### config.mk
export PLATFORM = sky130hd
export DESIGN_NAME = rgb_led_fade_controller
export DESIGN_NICKNAME = d
export VERILOG_FILES = /design/src/rtl/rlf_pkg.sv /design/src/rtl/rgb_led_fade_controller.sv /design/src/rtl/rlf_step.sv
export SDC_FILE = /design/constraint.sdc
export NUM_CORES = 1
export LEC_CHECK = 0
export BUFFER_PORTS_ARGS = -buffer_cell sky130_fd_sc_hd__buf_2
export CAP_MARGIN = 20
export CORE_UTILIZATION = 53
export DETAILED_ROUTE_END_ITERATION = 6
export GPL_TIMING_DRIVEN = 0
export PLACE_DENSITY = 0.81
export SETUP_SLACK_MARGIN = 0.05
export SLEW_MARGIN = 20
export SYNTH_ARGS = -nofsm -noshare
export SYNTH_HDL_FRONTEND = slang
export SYNTH_SLANG_ARGS = --single-unit
### constraint.sdc
create_clock -name clk -period 6.1 [get_ports clk]
set_clock_uncertainty 0.15 [all_clocks]
set_input_delay 0.305 -clock clk [delete_from_list [all_inputs] [get_ports clk]]
set_output_delay 0.305 -clock clk [all_outputs]
set_load 0.005 [all_outputs]
### src/rtl/rlf_pkg.sv
// Shared types, constants and the color wheel lookup for the RGB LED fade controller.
package rlf_pkg;

  localparam int LEVEL_BITS = 8;
  localparam int WHEEL_BITS = LEVEL_BITS + 3;
  localparam int TICK_BITS  = 16;

  localparam logic [LEVEL_BITS-1:0] LMAX       = {LEVEL_BITS{1'b1}};
  localparam logic [WHEEL_BITS-1:0] WHEEL_LAST = WHEEL_BITS'((6 << LEVEL_BITS) - 1);
  localparam logic [TICK_BITS-1:0]  TICKS_MAX  = {TICK_BITS{1'b1}};

  localparam logic [7:0] RAMP_PERIOD_RST = 8'd5;
  localparam logic [7:0] FADE_PERIOD_RST = 8'd10;

  // Configuration register indexes
  localparam logic [1:0] CFG_EFFECT_MODE = 2'd0;
  localparam logic [1:0] CFG_RAMP_PERIOD = 2'd1;
  localparam logic [1:0] CFG_FADE_PERIOD = 2'd2;

  typedef enum logic [1:0] {
    OP_TICK  = 2'd0,
    OP_ON    = 2'd1,
    OP_OFF   = 2'd2,
    OP_COLOR = 2'd3
  } op_t;

  typedef enum logic [3:0] {
    PH_OFF  = 4'b0001,
    PH_UP   = 4'b0010,
    PH_LIT  = 4'b0100,
    PH_DOWN = 4'b1000
  } phase_t;

  typedef struct packed {
    logic [LEVEL_BITS-1:0] r;
    logic [LEVEL_BITS-1:0] g;
    logic [LEVEL_BITS-1:0] b;
  } rgb_t;

  typedef struct packed {
    logic       effect_mode;
    logic [7:0] ramp_period;
    logic [7:0] fade_period;
  } cfg_t;

  typedef struct packed {
    phase_t                phase;
    rgb_t                  level;
    rgb_t                  target;
    logic [7:0]            ramp_ticks;
    logic [WHEEL_BITS-1:0] wheel_pos;
    logic [TICK_BITS-1:0]  wheel_ticks;
  } state_t;

  // Color at a wheel position: six segments, each sweeping one channel
  function automatic rgb_t wheel_color(input logic [WHEEL_BITS-1:0] pos);
    logic [2:0]            seg;
    logic [LEVEL_BITS-1:0] off;
    rgb_t                  c;
    seg = pos[WHEEL_BITS-1:LEVEL_BITS];
    off = pos[LEVEL_BITS-1:0];
    case (seg)
      3'd0:    c = '{r: LMAX,       g: off,        b: '0};
      3'd1:    c = '{r: LMAX - off, g: LMAX,       b: '0};
      3'd2:    c = '{r: '0,         g: LMAX,       b: off};
      3'd3:    c = '{r: '0,         g: LMAX - off, b: LMAX};
      3'd4:    c = '{r: off,        g: '0,         b: LMAX};
      default: c = '{r: LMAX,       g: '0,         b: LMAX - off};
    endcase
    return c;
  endfunction

endpackage

### src/rtl/rgb_led_fade_controller.sv
// Top level of the RGB LED soft-start and color wheel fade controller.
//
//   channel  direction  handshake             payload
//   in       input      in_valid / in_stall   op, red_in, green_in, blue_in
//   out      output     out_valid / out_stall red_duty, green_duty, blue_duty, lit, ramping
//   cfg      input      cfg_we (no wait)      cfg_index, cfg_data
//
// One item per cycle while in_stall is low; each result is registered into the result
// register, or into the skid entry while that register is held, from the single next-state update.
// A two-entry output buffer (result register plus skid) lets a transfer go in while
// a result waits; in_stall rises only when both entries are full.
// rst is synchronous: levels 0, targets full scale, LED off, out_valid low, config registers at defaults.
module rgb_led_fade_controller (
  input  logic       clk,
  input  logic       rst,
  input  logic       in_valid,
  output logic       in_stall,
  input  logic [1:0] op,
  input  logic [7:0] red_in,
  input  logic [7:0] green_in,
  input  logic [7:0] blue_in,
  output logic       out_valid,
  input  logic       out_stall,
  output logic [7:0] red_duty,
  output logic [7:0] green_duty,
  output logic [7:0] blue_duty,
  output logic       lit,
  output logic       ramping,
  input  logic       cfg_we,
  input  logic [1:0] cfg_index,
  input  logic [7:0] cfg_data
);

  typedef struct packed {
    rlf_pkg::rgb_t duty;
    logic          lit;
    logic          ramping;
  } result_t;

  rlf_pkg::cfg_t   cfg;
  rlf_pkg::state_t state;
  rlf_pkg::state_t state_next;
  rlf_pkg::rgb_t   color;
  result_t         res_next;
  result_t         out_res;
  result_t         skid_res;
  logic            skid_valid;
  logic            accept;
  logic            out_take;

  assign color    = '{r: red_in, g: green_in, b: blue_in};
  assign in_stall = skid_valid;
  assign accept   = in_valid && !skid_valid;
  assign out_take = out_valid && !out_stall;

  // Configuration registers
  always_ff @(posedge clk) begin
    if (rst) begin
      cfg.effect_mode <= 1'b0;
      cfg.ramp_period <= rlf_pkg::RAMP_PERIOD_RST;
      cfg.fade_period <= rlf_pkg::FADE_PERIOD_RST;
    end else if (cfg_we) begin
      case (cfg_index)
        rlf_pkg::CFG_EFFECT_MODE: cfg.effect_mode <= cfg_data[0];
        rlf_pkg::CFG_RAMP_PERIOD: cfg.ramp_period <= cfg_data;
        rlf_pkg::CFG_FADE_PERIOD: cfg.fade_period <= cfg_data;
        default: ;
      endcase
    end
  end

  rlf_step u_step (
    .cur   (state),
    .cfg   (cfg),
    .op    (op),
    .color (color),
    .nxt   (state_next)
  );

  assign res_next.duty    = state_next.level;
  assign res_next.lit     = (state_next.phase == rlf_pkg::PH_LIT);
  assign res_next.ramping = (state_next.phase == rlf_pkg::PH_UP) ||
                            (state_next.phase == rlf_pkg::PH_DOWN);

  // Controller state: advance on every input transfer
  always_ff @(posedge clk) begin
    if (rst) begin
      state.phase       <= rlf_pkg::PH_OFF;
      state.level       <= '0;
      state.target      <= '{r: rlf_pkg::LMAX, g: rlf_pkg::LMAX, b: rlf_pkg::LMAX};
      state.ramp_ticks  <= '0;
      state.wheel_pos   <= '0;
      state.wheel_ticks <= '0;
    end else if (accept) begin
      state <= state_next;
    end
  end

  // Output buffer: result register backed by one skid entry
  always_ff @(posedge clk) begin
    if (rst) begin
      out_valid  <= 1'b0;
      skid_valid <= 1'b0;
    end else if (skid_valid) begin
      if (out_take) begin
        skid_valid <= 1'b0;
      end
    end else if (accept) begin
      if (!out_valid || out_take) begin
        out_valid <= 1'b1;
      end else begin
        skid_valid <= 1'b1;
      end
    end else if (out_take) begin
      out_valid <= 1'b0;
    end
  end

  // Result payload: load from skid or from the new transfer
  always_ff @(posedge clk) begin
    if (skid_valid) begin
      if (out_take) out_res <= skid_res;
    end else if (accept) begin
      if (!out_valid || out_take) out_res <= res_next;
      else                        skid_res <= res_next;
    end
  end

  assign red_duty   = out_res.duty.r;
  assign green_duty = out_res.duty.g;
  assign blue_duty  = out_res.duty.b;
  assign lit        = out_res.lit;
  assign ramping    = out_res.ramping;

endmodule

### src/rtl/rlf_step.sv
// Next-state logic for one command or tick of the fade controller.
module rlf_step (
  input  rlf_pkg::state_t           cur,
  input  rlf_pkg::cfg_t             cfg,
  input  logic [1:0]                op,
  input  rlf_pkg::rgb_t             color,
  output rlf_pkg::state_t           nxt
);

  rlf_pkg::state_t s1;
  rlf_pkg::op_t    op_code;
  logic [7:0]      rt_inc;
  rlf_pkg::rgb_t   stepped;
  logic            fade_hit;

  assign op_code = rlf_pkg::op_t'(op);
  assign rt_inc  = cur.ramp_ticks + 8'd1;

  // One ramp step on every channel, up toward target or down toward zero
  always_comb begin
    stepped = cur.level;
    if (cur.phase == rlf_pkg::PH_UP) begin
      if (cur.level.r < cur.target.r) stepped.r = cur.level.r + 1'b1;
      if (cur.level.g < cur.target.g) stepped.g = cur.level.g + 1'b1;
      if (cur.level.b < cur.target.b) stepped.b = cur.level.b + 1'b1;
    end else begin
      if (cur.level.r != '0) stepped.r = cur.level.r - 1'b1;
      if (cur.level.g != '0) stepped.g = cur.level.g - 1'b1;
      if (cur.level.b != '0) stepped.b = cur.level.b - 1'b1;
    end
  end

  // Apply the command
  always_comb begin
    s1 = cur;
    case (op_code)
      rlf_pkg::OP_TICK: begin
        if (cur.wheel_ticks != rlf_pkg::TICKS_MAX) s1.wheel_ticks = cur.wheel_ticks + 1'b1;
        if (cur.phase == rlf_pkg::PH_UP || cur.phase == rlf_pkg::PH_DOWN) begin
          if (rt_inc < cfg.ramp_period) begin
            s1.ramp_ticks = rt_inc;
          end else begin
            s1.ramp_ticks = '0;
            s1.level      = stepped;
            if (cur.phase == rlf_pkg::PH_UP && stepped == cur.target)
              s1.phase = rlf_pkg::PH_LIT;
            else if (cur.phase == rlf_pkg::PH_DOWN && stepped == '0)
              s1.phase = rlf_pkg::PH_OFF;
          end
        end
      end
      rlf_pkg::OP_ON: begin
        if (cur.phase == rlf_pkg::PH_OFF) begin
          s1.level      = '0;
          s1.ramp_ticks = '0;
          s1.phase      = (cur.target == '0) ? rlf_pkg::PH_LIT : rlf_pkg::PH_UP;
        end
      end
      rlf_pkg::OP_OFF: begin
        if (cur.phase == rlf_pkg::PH_LIT) begin
          s1.ramp_ticks = '0;
          s1.phase      = (cur.level == '0) ? rlf_pkg::PH_OFF : rlf_pkg::PH_DOWN;
        end
      end
      rlf_pkg::OP_COLOR: begin
        if (cur.phase == rlf_pkg::PH_LIT) begin
          s1.target = color;
          s1.level  = color;
        end
      end
      default: s1 = cur;
    endcase
  end

  // Advance the color wheel once enough ticks have gone by while lit with effect_mode set
  assign fade_hit = (s1.phase == rlf_pkg::PH_LIT) && cfg.effect_mode &&
                    (s1.wheel_ticks > {8'd0, cfg.fade_period});

  always_comb begin
    nxt = s1;
    if (fade_hit) begin
      nxt.wheel_ticks = '0;
      nxt.target      = rlf_pkg::wheel_color(s1.wheel_pos);
      nxt.level       = rlf_pkg::wheel_color(s1.wheel_pos);
      nxt.wheel_pos   = (s1.wheel_pos == rlf_pkg::WHEEL_LAST) ? '0 : s1.wheel_pos + 1'b1;
    end
  end

endmodule
==> flow_summary.yaml, run 1 <==
global_routing:
  grt_use_total: 0.387
  grt_overflow: 0
  grt_pass1_vias: 11700
  grt_pass1_wl_mm: 66.3
  antenna_found_initial: 1
  grt_start_max_net_pins: 27
clock_network:
  cts.clk_slew.worst_paths_ns: 0.07
  ctsHtreeMaxLevel: 4
  numCtsBuffers: 17
  cts_sinks: 158
  post-cts-setup-buffers: 0
  root_buffer: "clkbuf_16"
  clockBufferDepth: 2
  cts_tree: "done"
  worstSkewPairLatency_ns: 0.45
detailed_routing:
  drc_errors: 0
  dr.first_iter.drc_count: 1506
  totalWireLength_mm: 43.9
  drt-pass1-iter-count: 7
  postRouteAntennaNets: 0
  avgViaCountPerCell: 6.79
  routedWlPerCell_um: 23.6
  vias: 12600
logic_synthesis:
  yosys_warnings: 0
  yosysTopAreaCellShare: 0.179
  async_flop_share: 0
  synth.area.top_cells: "dfxtp_1, edfxtp_1, ha_1"
  synth_edf_count: 52
  ys.flop_type: "dfxtp_1"
  mappedNetlistArea_um2: 11900
  synth.most_common_cell: "nor2_1"
  ys_seq_area_frac: 0.311
  postSynthCellCount: 1470
  ys_top_cells_by_count: "nor2_1, nand2_1, dfxtp_1, a21oi_1, clkbuf_1"
  synth-seq-cells: 158
  yosysTopAreaCell: "dfxtp_1"
  synth.distinct_cells: 85
  synth_nets: 1560
  synth_area_per_cell_um2: 8.06
floorplan:
  die_h_um: 152
  die_w_um: 152
  core_um2: 21900
  io_pins: 69
  rows: 54
  start_util: 0.541
  dieArea_um2: 23000
final_layout:
  multi_input_area_um2: 7480
  area_growth_pct: 11.8
  antenna_cells_inserted: 0
  nNetsFinal: 1653
  finish.utilization: 0.605
  layout-drive-gt1-share: 0.114
  design_area_um2: 13200
  seqCellArea_um2: 3680
  stdcell_count: 1856
  nFillCells: 1976
setup_path:
  rr_endpoint: "state[75]"
  path_buf_inv: 4
  crit_path_top_delay_cell: "nor4b_1"
  path_delay_family: "compound AO/OA/AOI/OAI gates"
  r2r-start: "state[76]"
  startpoint: "state[76]"
  rrSetupSlack_ns: 0.19
  crit_chain: "clkbuf_1 > inv_1 > ha_1 > nor4b_1 > nand2_1 > a21o_1 > o211ai_1 > nand2_1 > or4_4 > o41ai_2 > o21a_2 > o211a_1 > buf_2 > buf_2 > nor3_1 > a311oi_1"
  critPathKind: "register to register"
  worstPathArrival_ns: 6.04
  cp-end-kind: "register"
  start_kind: "register"
  critical_path_peak_fanout: 10
  rr_worst_depth: 16
  crit_required_ns: 6.23
  max_stage_delay_ns: 0.70
placement:
  dp_hpwl_mm: 33.4
  io_buffers: 67
  dpl.cell_count: 1817
  placed_area_um2: 12500
  gp_congestion: 1.04
hold_path:
  hp-class: "input port to register"
  min-delay-start: "cfg_data[4]"
  hold_depth: 3
  hold_end: "cfg[12]"
run:
  cap_violations: 0
power_and_ir_drop:
  p_int_w: 0.00190
  p_sw_frac: 0.304
  seq_power_share: 0.420
  power.leakage_nw: 5.35
  p_switching_w: 0.000830
  ir_drop_uv: 176
  combPwrFrac: 0.170
  clockPowerShare: 0.411
  p_per_area_nw_per_um2: 206
outcome:
  status: "completed"
sta:
  slew_violations: 0
  worst_pin_slew_ns: 1.01
  min_period_ns: 5.91
  relSlewSlack: 0.315
  setup_violations: 0
  max_freq_mhz: 169
  finalSetupTns_ns: 0
  fin_crit_sh: 0.969
  grt_setup_unrepaired: "false"
  timing_hold_violations_final: 0
[state kept, by name, indices dropped and copies added (netlist names)]
register and cells:
green_duty 8, red_duty 8, in_stall 1, out_valid 1, skid_res 26, blue_duty 8, ramping 1, cfg 17
lit 1, state 87
[power by group through the flow]
stage	sequential, W	clock [W]	combinational [W]
floorplan	0.00116	0	0.000282
global placement	0.00117	0	0.000429
detailed placement	0.00117	0	0.000436
CTS	0.00114	0.00112	0.000443
global route	0.00115	0.00116	0.000493
finish	0.00114	0.00112	0.000462
[kinds of logic (layout without fill, tap and decap cells)]
group | Yosys count | count (layout) | synth area share
AND/OR/NAND/NOR | 529 | 529 | 0.219
adder cells (fa/ha/maj) | 49 | 49 | 0.0517
multiplexers | 84 | 84 | 0.0737
flip-flops | 158 | 158 | 0.311
XOR/XNOR | 34 | 34 | 0.0251
AO/OA/AOI/OAI | 429 | 429 | 0.258
buffers and inverters | 187 | 293 | 0.0618
[tightest hold or removal path, cell delays in order]
cell and delay [ns]:
buf_2 0.11, mux2i_1 0.08, nor2_1 0.08
[worst max path at each step]
stage,endpoint,slack [ns],depth (start not counted)
finish,state[75],0.19,16
global route,state[75],0.10,16
CTS,state[75],0.11,16
detailed placement,state[75],-0.08,15
global placement,state[75],-0.08,15
floorplan,blue_duty[3],1.56,20
[layer usage]
layer	part of all wire	track usage	wire length [um]	up-vias
li1	-	-	-	5655
met1	0.38	0.473	16800	5876
met2	0.44	0.615	19400	851
met3	0.10	0.0916	4570	222
met4	0.072	0.242	3160	0
met5	0	0	0	-
[cells in the final DEF, fill, tap and decap left out, types with 11 or more instances in the layout]
cell type,instances
dfxtp_1,106
or3_1,16
nand3_1,51
o22a_1,19
nor2_1,144
or4_1,20
nand2_1,137
o21a_1,21
clkbuf_16,17
a211oi_1,13
mux2i_1,61
o211a_1,14
clkbuf_1,95
buf_2,82
ha_1,49
a22oi_1,17
a211o_1,11
nor3_1,37
nand4_1,26
edfxtp_1,52
inv_1,71
xnor2_1,29
nor4_1,13
o211ai_1,16
mux2_2,22
a21oi_1,98
nor2b_1,12
o21ai_0,67
a21o_1,15
[cell type report]
| cell class | instances | share of cell area |
|---|---|---|
| plain buffers | 115 | 0.0348 |
| clock buffers | 17 | 0.0321 |
| clock inverters | 15 | 0.0131 |
| inverters | 72 | 0.0204 |
| multi-input cells | 1125 | 0.564 |
| flip-flops and latches | 158 | 0.278 |
| well taps | 280 | 0.0264 |
| repair buffers | 74 | 0.0306 |
[per-stage QoR]
step | total power [W] | worst slack (ns) | hold WS (ns)
2_1_floorplan | 0.00144 | 1.56 | 0.273
3_3_place_gp | 0.00160 | -0.0794 | 0.310
3_5_place_dp | 0.00160 | -0.0835 | 0.315
4_1_cts | 0.00271 | 0.114 | 0.00105
5_1_grt | 0.00280 | 0.103 | 0.00990
6_report | 0.00273 | 0.191 | 0.00763
[repair_timing]
item                                   4_1_cts  5_1_grt
gates resized for setup                      1        3
endpoints found under the hold margin       12        0
cloned                                       0        0
pin swaps                                    0        0
hold buffers                                 7        0
setup endpoints to repair                    2       12
Note: power is estimated with default switching activity, not from simulation.
==> inputs of run 2 (changes only) <==
- ABC_AREA: not set -> 1
- CORE_MARGIN: not set -> 2
- clock period: 6.1 -> 5.85 ns (I/O delays scaled with it)
==> flow_summary.yaml, run 2 <==
setup_path:
  crit_required_ns: 6.02
  worstPathArrival_ns: 5.04
  critical_path_peak_fanout: 10
  cp-end-kind: "register"
  start_kind: "register"
  critPathKind: "register to register"
logic_synthesis:
  yosysTopAreaCellShare: 0.180
  synth_nets: 1921
  synth_area_per_cell_um2: 6.42
  synth.distinct_cells: 48
  synth-seq-cells: 158
  synth.most_common_cell: "nand2_1"
  postSynthCellCount: 1831
  synth.area.top_cells: "dfxtp_1, nand2_1, edfxtp_1"
  mappedNetlistArea_um2: 11800
  ys_top_cells_by_count: "nand2_1, nand3_1, inv_1, nor2_1, o21ai_0"
  ys_seq_area_frac: 0.313
  yosys_warnings: 0
  synth_edf_count: 52
  async_flop_share: 0
  ys.flop_type: "dfxtp_1"
  yosysTopAreaCell: "dfxtp_1"
clock_network:
  cts.clk_slew.worst_paths_ns: 0.08
  clockBufferDepth: 2
  cts_tree: "done"
  worstSkewPairLatency_ns: 0.44
  numCtsBuffers: 17
  root_buffer: "clkbuf_16"
  ctsHtreeMaxLevel: 4
  cts_sinks: 158
  post-cts-setup-buffers: 0
  postCtsResizedCells: 0
sta:
  timing_hold_violations_final: 0
  max_freq_mhz: 205
  relSlewSlack: 0.420
  whs_ns: 0.0151
  fin_crit_sh: 0.832
  worst_pin_slew_ns: 0.869
  slew_violations: 0
  grt_setup_unrepaired: "false"
  finalSetupTns_ns: 0
  min_period_ns: 4.87
  setup_violations: 0
final_layout:
  reg.largest.list: "state (87), skid_res (26), cfg (17)"
  largest_register_ff_count: 87
  nFillCells: 2075
  final_common_cell: "nand2_1"
  antenna_cells_inserted: 0
  seqCellArea_um2: 3680
  nNetsFinal: 2011
  largest-register: "state"
  multi_input_area_um2: 6910
  final_cell_mix: "nand2_1, nand3_1, inv_1"
  layout-drive-gt1-share: 0.0858
  area_growth_pct: 11.2
global_routing:
  grt_use_total: 0.322
  antenna_found_initial: 0
  grt_overflow: 0
  grt_start_max_net_pins: 28
  grt_pass1_vias: 11600
  grt_pass1_wl_mm: 60.8
detailed_routing:
  vias: 12900
  avgViaCountPerCell: 5.82
  drc_errors: 6
  drt-pass1-iter-count: 7
  dr.first_iter.drc_count: 1505
  totalWireLength_mm: 38.7
  routedWlPerCell_um: 17.5
  postRouteAntennaNets: 0
power_and_ir_drop:
  combPwrFrac: 0.207
  p_int_w: 0.00194
  seq_power_share: 0.417
  power.leakage_nw: 6.46
  p_per_area_nw_per_um2: 224
  p_switching_w: 0.000990
  clockPowerShare: 0.377
  p_sw_frac: 0.337
  ir_drop_uv: 211
floorplan:
  start_util: 0.539
  die_w_um: 153
  core_um2: 21800
  rows: 54
  dieArea_um2: 23400
  die_h_um: 153
  io_pins: 69
outcome:
  status: "finished with violations"
  violations: "DRC"
run:
  cap_violations: 0
placement:
  gp_congestion: 1.03
  dp_hpwl_mm: 29.6
  io_buffers: 67
hold_path:
  hp-class: "input port to register"
[run 2: changes by cell type after synthesis, moves of 22 or more]
cell	change
inv_1	+113
xor2_1	+33
nand3_1	+145
nand2_1	+380
clkbuf_1	-38
o21ai_0	+60
mux2_2	-22
mux2i_1	-61
xnor2_1	-24
nand4_1	+25
[run 2: power by group through the flow]
stage	sequential [W]	combinational [W]	clock, W
after CTS	0.00122	0.000592	0.00111
after floorplan	0.00124	0.000401	0
after detailed placement	0.00125	0.000587	0
final	0.00122	0.000606	0.00110
after global routing	0.00123	0.000668	0.00114
after global placement	0.00125	0.000573	0
[run 2: layout make-up]
class                      count  area share
multi-input combinational   1374       0.528
sequential                   158       0.282
inverter                     209      0.0600
clock buffer                  17      0.0325
buffer                        90      0.0313
timing repair buffer          71      0.0287
tap                          280      0.0268
clock inverter                15      0.0115
[run 2: worst paths after layout]
| kind | from | endpoint | slack (ns) | cells past startpoint |
|---|---|---|---|---|
| hold reg to reg | cfg[15] | cfg[15] | 0.32 | 2 |
| setup / recovery | state[0] | green_duty[1] | 0.98 | 19 |
| setup reg to reg | state[0] | green_duty[1] | 0.98 | 19 |
| hold / removal | cfg_data[4] | cfg[4] | 0.02 | 3 |
[run 2: critical path, stage by stage, from the launching register on]
cell       delay [ns]
dfxtp_1          0.35
ha_1             0.26
nand3_1          0.12
nor3_2           0.05
nand3_1          0.17
inv_2            0.05
a21oi_2          0.34
nand2_1          0.17
nor3_1           0.29
xnor2_1          0.16
inv_1            0.09
ha_1             0.32
nand4_1          0.13
o221a_2          0.29
o2111ai_2        0.56
clkbuf_1         0.41
nand4_1          0.37
nand2_1          0.29
nand2_1          0.09
nand2_1          0.08
[run 2: cell families after synthesis]
family | count (synthesis) | share of synthesized area
buffers and inverters | 299 | 0.101
adders and majority gates | 49 | 0.0521
AOI/OAI and AO/OA | 293 | 0.138
DFF | 158 | 0.313
xor gates and xnor gates | 43 | 0.0320
and+or+nand+nor | 989 | 0.363
[run 2: repair_timing]
item,CTS,global route
setup endpoints to repair,0,0
hold buffers,4,0
hold endpoints to repair,5,0
[run 2: per-stage QoR]
step	power, W	instance area, um2	util	std cells	worst slack, ns
2_1_floorplan	0.00164	11800	-	1831	2.16
3_3_place_gp	0.00182	12400	0.570	2178	1.17
3_5_place_dp	0.00183	12500	0.571	2178	1.12
4_1_cts	0.00292	13100	0.600	2214	1.09
5_1_grt	0.00304	13100	0.600	2214	0.702
6_report	0.00293	13100	0.600	2214	0.980
[run 2: metal layers]
layer | GRT usage | wire length, um | up-vias
met5 | 0 | 0 | -
met4 | 0.140 | 1840 | 0
met3 | 0.0471 | 3400 | 137
met2 | 0.528 | 17800 | 688
met1 | 0.425 | 15600 | 5827
li1 | - | - | 6238
